==> src/sv/fcca_pkg.sv <==
// Shared types and constants of the FAT cluster chain allocator.
// No dependencies.
package fcca_pkg;

  localparam int unsigned DefNumClusters = 256;
  localparam int unsigned DefNumFiles    = 64;
  localparam int unsigned DefClusterBytes = 512;

  localparam int unsigned Handles = 64;   // handle space of the 6-bit ids
  localparam int unsigned ClW     = 12;   // cluster link width
  localparam int unsigned SizeW   = 15;
  localparam int unsigned QuoW    = 16;   // ceil(size / cluster) result width

  localparam logic [ClW-1:0]   EndMark   = 12'hFFF;
  localparam logic [SizeW-1:0] RootBytes = 15'd512;

  typedef enum logic [2:0] {
    ACT_NEW    = 3'd0,
    ACT_DELETE = 3'd1,
    ACT_RENAME = 3'd2,
    ACT_COPY   = 3'd3,
    ACT_MODIFY = 3'd4
  } action_e;

  localparam logic [1:0] StOk      = 2'd0;
  localparam logic [1:0] StUsed    = 2'd1;
  localparam logic [1:0] StMissing = 2'd2;
  localparam logic [1:0] StNoSpace = 2'd3;

  typedef struct packed {
    logic             start;
    logic [QuoW-1:0]  dividend;
  } div_req_t;

  typedef struct packed {
    logic             done;
    logic [QuoW-1:0]  quotient;
  } div_rsp_t;

endpackage

==> src/sv/fcca_ram.sv <==
// Simple dual-port synchronous RAM, one write and one registered read port.
// Uses fcca_pkg for its parameter defaults.
module fcca_ram
  import fcca_pkg::*;
#(
  parameter int unsigned Width = ClW,
  parameter int unsigned Depth = DefNumClusters,
  localparam int unsigned AW = $clog2(Depth)
) (
  input  logic             clk_i,
  input  logic             we_i,
  input  logic [AW-1:0]    waddr_i,
  input  logic [Width-1:0] wdata_i,
  input  logic [AW-1:0]    raddr_i,
  output logic [Width-1:0] rdata_o
);

  logic [Width-1:0] mem [Depth];

  always_ff @(posedge clk_i) begin
    if (we_i) begin
      mem[waddr_i] <= wdata_i;
    end
    rdata_o <= mem[raddr_i];
  end

endmodule

==> config.mk <==
export PLATFORM = sky130hd
export DESIGN_NAME = fcca_ram
export DESIGN_NICKNAME = d
export VERILOG_FILES = /design/src/sv/fcca_pkg.sv /design/src/sv/fcca_ram.sv
export SDC_FILE = /design/constraint.sdc
export NUM_CORES = 2
export LEC_CHECK = 0
export BUFFER_PORTS_ARGS = -buffer_cell sky130_fd_sc_hd__buf_2
export CORE_UTILIZATION = 38
export CTS_CLUSTER_DIAMETER = 100
export CTS_CLUSTER_SIZE = 16
export DETAILED_ROUTE_END_ITERATION = 16
export PLACE_DENSITY_LB_ADDON = 0.15
export SLEW_MARGIN = 5
export SYNTH_ARGS = -nofsm -noshare
export SYNTH_HDL_FRONTEND = slang
export SYNTH_SLANG_ARGS = --single-unit
==> constraint.sdc <==
create_clock -name clk_i -period 5.1 [get_ports clk_i]
set_input_delay 0.255 -clock clk_i [delete_from_list [all_inputs] [get_ports clk_i]]
set_output_delay 0.255 -clock clk_i [all_outputs]
set_load 0.05 [all_outputs]
==> metrics <==
outcome finished clean; RSZ-0062 raised after global routing no; post-route ant nets 0; Setup CP Type primary input to flip-flop; placed cell count about 10000; CTS tree yes; initial antenna violation count 30; CP required about 5.9 ns; Max Cap Viol 0; mux cell area share after synthesis ~14%; worst hold path class primary input to flip-flop; cell accounting for the most synthesized area edfxtp_1; GPL Wtd Cong approximately 0.8; final core utilization a little over two fifths; vias just under 60000; compound-cell area share of the yosys netlist 3.745%; io pins 42; share of layout cells above drive strength 1 a little under a quarter; Adder-Cell Fraction of Synth Area 0%; CTS buffer count 216; final hold vios 0; die area 0.3144 mm2; Power Dens Cells 356.2 mW/mm2; Slew Viols, Final 0; worst hold slack approximately 0.093 ns; Final Power about 47000 uW; Post-Syn Area ~0.12 mm2; core box area roughly 0.31 mm2; drt pass-1 iters 5; post-route setup TNS 0 ns; xor-xnor portion of the synthesized cell area 0%; Rel. slew slack under 10%; clock root cell clkbuf_16; post-DP HPWL just over 200000 um; H-tree levels 4; sw frac 22.24%; Distinct cells, synth 61; average routed wire per standard cell 33.70 um; DRC viols 0; port buffer count slightly above 40; clock group share of total power between 30% and 40%; VDD IR max 238.4 uV; cell-internal power ~36000 uW; register area 0.09249 mm2; initial drt markers approximately 6300; Psw ~10000 uW; footprint of the multi-input gates between 0.02 and 0.025 mm2; initial cell density of the core approximately two fifths; Slew @ Worst Pin between 1 and 1.5 ns; worst endpoint data arrival time ~4.2 ns; global-route wire length before repair 473300 um; fill cell count 26760; die height between 500 and 600 um; vias in the first global route 58420; All-Layer GR Usage approximately a fifth; Logic pwr share under 10%; worst reg2reg setup slack around 1.8 ns; nets 5897; Layout area overhead 11.03%; minimum clock period between 3 and 4 ns; # setup viols final 0; Synth Net Count roughly 5500; Final Instance Count excl. Fillers 10050; Clock Latency Late Sink a little over 0.9 ns; LEAKAGE 0.04030 uW; CTS max path bufs 4; Critical Path Fanout Max 67; Synth top area share 77.76%; # rows slightly above 200; register clock-pin slew on the reported worst setup and hold paths 0.07 ns; period utilisation layout about two thirds; crit end category flip-flop; Mapped Cells between 5000 and 6000; total wire length ~340000 um; CP startpoint kind primary input; Yosys warning count 0; number of synthesized flops with an enable pin just over 3000; post-synthesis register bit count 3084; clk sink count 3084; ys flop type edfxtp_1; register share of total power approximately three fifths; largest net degree at the start of global routing roughly 150; main combinational cell family by area after synthesis multiplexers; Synth async-reset ratio 0%; sequential area share after synthesis slightly below 80%; Via-to-Cell Ratio 5.753; Syn Area/Cell 21.55 um2; Clock Skew about 0.073 ns; Area contributors post-synth edfxtp_1, mux4_2, mux2i_1; total gr overflow 0; Max Freq ~300 MHz; Die X roughly 560 um; post-synthesis simple-gate area fraction ~2.2%
[stage by stage]
stage          worst slack (ns)  area, um2
2_1_floorplan             2.854     118600
3_3_place_gp             0.3290     125700
3_5_place_dp             0.8014     125700
4_1_cts                   1.750     131700
5_1_grt                   1.640     131700
6_report                  1.716     131700
[layer usage]
metal | wire, um | part of all wire, % | track usage, % | up-vias
met1 | 149800 | 44 | 31.34 | 31860
met2 | 162500 | 48 | 34.31 | 1778
met3 | 18610 | 5.5 | 2.457 | 375
met5 | 27 | 0.0080 | 0 | -
li1 | - | - | - | 23800
met4 | 7759 | 2.3 | 4.751 | 4
[cell usage in the layout, fill, tap and decap left out, drive strengths merged, types with 4 or more instances in the layout]
master and instances:
or3 4, a211oi 20, inv 7, nor3 33, mux2i 223, o31ai 5
buf 467, a311oi 5, nor2b 37, nor4 37, o21ai 35, mux4 636
a31oi 16, nor2 302, a21oi 121, o2111ai 4, nand2 45, mux2 35
nor4b 6, clkbuf 257, nand3b 4, diode 11, edfxtp 3072, and3 6
o22ai 88, nand4 13, nand2b 9, a22oi 215, clkinv 9, a221oi 20
dfxtp 12, o221ai 55, or2 6, dlygate4sd3 14, nand3 32, and3b 7
o32ai 11, and2 4, a22o 19
[worst max-delay path, stage by stage]
cell and delay (ns):
buf_8 0.54, nand2b_2 0.76, buf_4 0.41, buf_4 0.22, o221ai_1 0.22, a21oi_1 0.21
nor3_1 0.15, nor4_1 0.93, buf_4 0.27, nor4b_2 0.05
[flip-flops by register name (all words and copies together) (netlist names)]
name     cells
mem       3072
rdata_o     12
[area by class of cell]
| cell class | count | area share, % |
|---|---|---|
| Inverter | 3 | 0.008549 |
| Multi-Input combinational cell | 2081 | 18.33 |
| Clock buffer | 257 | 4.237 |
| Timing Repair Buffer | 481 | 3.099 |
| Antenna cell | 11 | 0.02090 |
| Clock inverter | 13 | 0.1681 |
| Tap cell | 4120 | 3.914 |
| Sequential cell | 3084 | 70.22 |
[kinds of logic after synthesis]
group,Yosys count
compound gates,637
simple gates,550
flops,3084
mux,894
buf+inv,341
[synth_stat cells, types with 11 or more instances]
master / instances
nor2b_1: 37
buf_6: 35
buf_8: 14
nor2_1: 302
buf_2: 72
o21ai_0: 34
clkbuf_1: 153
a211oi_1: 20
mux4_2: 636
a31oi_1: 16
mux2i_1: 223
buf_1: 15
a221oi_1: 19
buf_4: 33
o32ai_1: 11
o22ai_1: 88
nor3_1: 33
nor4_1: 34
dfxtp_1: 12
a21oi_1: 121
nand4_1: 13
nand3_1: 32
edfxtp_1: 3072
a22oi_1: 215
mux2_2: 28
o221ai_1: 53
buf_12: 16
a22o_1: 19
nand2_1: 45
[path summary, 6_finish.rpt]
path                                  start     endpoint  cells after the start
worst min register to register  mem[251][7]   rdata_o[7]                      5
worst min-delay path             waddr_i[0]  mem[150][2]                      4
worst max register to register   mem[27][7]   rdata_o[7]                      6
worst max-delay path             raddr_i[1]   rdata_o[4]                     10
[power groups by stage]
| stage | combinational, uW | clock (uW) | sequential (uW) |
|---|---|---|---|
| final | 2770 | 16200 | 28000 |
| after global routing | 2910 | 17300 | 28000 |
| after CTS | 2820 | 16500 | 28000 |
| after detailed placement | 2800 | 0 | 28600 |
| after global placement | 2780 | 0 | 28600 |
| after floorplan | 1340 | 0 | 28600 |
[what timing repair did]
item	4_1_cts	5_1_grt
setup buffers	0	0
hold buffers	14	0
hold endpoints to repair	652	0
resized for setup	0	0
No activity file was read; power rests on OpenSTA's default activity.
